[src/rtl/lafir_ram.sv]
// generic simple dual-port ram with registered read
module lafir_ram #(
  parameter int WIDTH = 16,
  parameter int DEPTH = 128
) (
  input  logic                     clk,
  input  logic                     we,
  input  logic [$clog2(DEPTH)-1:0] waddr,
  input  logic [WIDTH-1:0]         wdata,
  input  logic [$clog2(DEPTH)-1:0] raddr,
  output logic [WIDTH-1:0]         rdata
);

  logic [WIDTH-1:0] mem [DEPTH];

  always_ff @(posedge clk) begin
    if (we) begin
      mem[waddr] <= wdata;
    end
    rdata <= mem[raddr];
  end

endmodule

[config.mk]
export PLATFORM = sky130hd
export DESIGN_NAME = lafir_ram
export DESIGN_NICKNAME = d
export VERILOG_FILES = /design/src/rtl/lafir_ram.sv
export SDC_FILE = /design/constraint.sdc
export NUM_CORES = 2
export LEC_CHECK = 0
export BUFFER_PORTS_ARGS = -buffer_cell sky130_fd_sc_hd__buf_2
export CORE_ASPECT_RATIO = 0.8
export CORE_UTILIZATION = 43
export DETAILED_ROUTE_END_ITERATION = 12
export SYNTH_ARGS = -nofsm -noshare
export SYNTH_HDL_FRONTEND = slang
export SYNTH_SLANG_ARGS = --single-unit
export TNS_END_PERCENT = 30
[constraint.sdc]
create_clock -name clk -period 3.4 [get_ports clk]
set_clock_uncertainty 0.15 [all_clocks]
set_input_delay 0.85 -clock clk [delete_from_list [all_inputs] [get_ports clk]]
set_output_delay 0.85 -clock clk [all_outputs]
set_load 0.01 [all_outputs]
==> results_dict.tcl <==
set metrics [dict create \
    hold_class "in2reg" \
    crit_chain "buf_8, buf_12, buf_12, buf_12, mux4_2, mux4_2, mux4_2, mux2_2" \
    period_minus_slack_ps 3160 \
    rr_startpoint "mem[82][2]" \
    ys_types 17 \
    ys_ff_latch 2064 \
    antenna_left 0 \
    clk_pin_slew_worst_paths_ps 60 \
    crit_arrival_ps 3710 \
    ctsHoldBuffers 0 \
    tightest_slew_ps 1110 \
    clock.fmax_ghz 0.317 \
    leakage_nw 28.3 \
    drv_slew 0 \
    crit_path_end_kind "flip-flop" \
    ioPinCount 48 \
    slew_headroom_pct 26.2 \
    hold_path_depth 1 \
    layout.nets 3502 \
    gr-total-overflow 0 \
    wl_um 198000 \
    powerDensity_nw_per_um2 573 \
    r2r_end "rdata[2]" \
    die_h_um 384 \
    max-clock-path-buffers 3 \
    root_buffer "clkbuf_16" \
    reg2reg_slack_ps 710 \
    hpwl_um 120000 \
    routabilityCongestion 0.817 \
    die_w_um 480 \
    drive_above_1_share_pct 36.6 \
    syn-cell-area_um2 78500 \
    clkSinkCount 2064 \
    portBuffers 47 \
    worstSetupPathType "in2reg" \
    worstPathRequired_ps 3950 \
    ys_seq_area_share_pct 78.7 \
    vias 36100 \
    crit_family "multiplexers" \
    setup-tns-final_ps 0 \
    yosysWarnings 0 \
    areaGrowthSynthToFinish_pct 16.2 \
    wl_per_cell_um 32.9 \
    vdd_drop_max_mv 0.496 \
    status "finished, final reports clean" \
    timing.final.crit_share_pct 92.9 \
    vias_per_cell 5.98 \
    grt_max_degree 98 \
    final_cells 6034 \
    maxCapViolCount 0 \
    cp_slowest_cell "mux4_2" \
    cts_buffers 187 \
    final_core_util_pct 50.6 \
    antenna_found_initial 28 \
    hold_start "wdata[4]" \
    setup_viol 0 \
    cp_max_fo 19 \
    fp.coreArea_um2 180000 \
    rsz0062_at_grt "false" \
    drt_pass1_iterations 6 \
    critPathBufInv 4 \
    num_rows 139 \
    final_hold_viol_count 0 \
    post_cts_buffers 0 \
    die_area_um2 184000 \
    grt_first_pass_wirelength_um 277000 \
    drc_errors 0 \
    initialDrtViolationCount 4610 \
    syn_avg_cell_area_um2 25.4 \
    reg2reg_depth 4 \
    dp_cells 5678 \
    cts_tree "done" \
    syn_inst 3086 \
    hold_path_end "mem[9][4]" \
    cts_resized 0 \
    synth_nets 3118 \
    critPathMaxStageDelay_ps 580 \
    grt_pass1_vias 36100 \
    cp-start-kind "input pin" \
    clock_latency_ps 830 \
    grt_usage_pct 21.7 \
    cts_max_level 4 \
    initial_core_util_pct 43.5 \
]
==> state kept, by name (all words and copies together) (netlist names) <==
| name | flops |
|---|---|
| rdata | 16 |
| mem | 2048 |
==> where the power goes <==
group / leakage, nW / internal [mW] / total [mW] / switching, mW
clock network: 3.02 / 12.1 / 21.3 / 9.22
registers: 18.5 / 28.1 / 28.2 / 0.0873
logic: 6.75 / 1.22 / 2.84 / 1.62
total: 28.3 / 41.4 / 52.3 / 10.9
==> worst max path at each step <==
stage	startpoint	cells after the start	endpoint
floorplan	raddr[1]	5	rdata[10]
global placement	raddr[0]	8	rdata[0]
detailed placement	raddr[0]	8	rdata[0]
CTS	raddr[0]	8	rdata[0]
global route	raddr[0]	8	rdata[7]
finish	raddr[0]	8	rdata[7]
==> routing by layer <==
| layer | vias up | GRT usage (%) | wire [um] |
|---|---|---|---|
| met5 | - | 0 | 7 |
| met4 | 2 | 5.09 | 4090 |
| met3 | 268 | 5.58 | 20800 |
| met2 | 1785 | 32.5 | 91500 |
| met1 | 19700 | 32.0 | 81900 |
| li1 | 14300 | - | - |
==> cells by family after synthesis <==
| logic type | count (synthesis) | synth area share (%) |
|---|---|---|
| buffers and inverters | 164 | 0.881 |
| DFF | 2064 | 78.7 |
| muxes | 688 | 19.5 |
| and+or+nand+nor | 170 | 0.888 |
==> synth_stat cells <==
master,n,share of area (%)
or3_1,1,0.0080
nor2_1,122,0.58
nand3_1,12,0.076
buf_4,1,0.0096
edfxtp_1,2048,78
nand2_1,14,0.067
buf_6,1,0.014
nand2b_1,2,0.016
nor2b_1,7,0.056
mux2_2,16,0.23
nand4_1,3,0.024
clkbuf_1,82,0.39
dfxtp_1,16,0.41
buf_1,28,0.13
nor3_1,9,0.057
buf_2,52,0.33
mux4_2,672,19
==> layout make-up <==
class / count / area, um2
well taps: 2397 / 3000
multi-input cells: 858 / 16100
flip-flops and latches: 2064 / 61800
repair buffers: 359 / 4180
clock buffers: 246 / 5070
fillers: 13700 / 89100
clock inverters: 101 / 1110
diodes: 9 / 22.5
==> placed cells by master (no fill, tap or decap), types with 20 or more instances in the layout <==
master,count
edfxtp_1,2048
mux4_2,672
buf_4,206
clkbuf_16,190
nor2_1,122
buf_12,122
clkbuf_1,45
clkinv_2,32
clkinv_1,31
buf_2,27
bufinv_16,20
==> stage by stage <==
step | worst slack [ps] | cell area [um2] | power, mW | hold WS (ps)
4_1_cts | 272 | 91200 | 52.7 | 253
6_report | 241 | 91300 | 52.3 | 313
2_1_floorplan | -24.0 | 78600 | 30.1 | 799
5_1_grt | 218 | 91200 | 53.7 | 272
3_3_place_gp | -633 | 85100 | 31.5 | 967
3_5_place_dp | -607 | 85100 | 31.6 | 977
(Power assumes the default switching activity.)
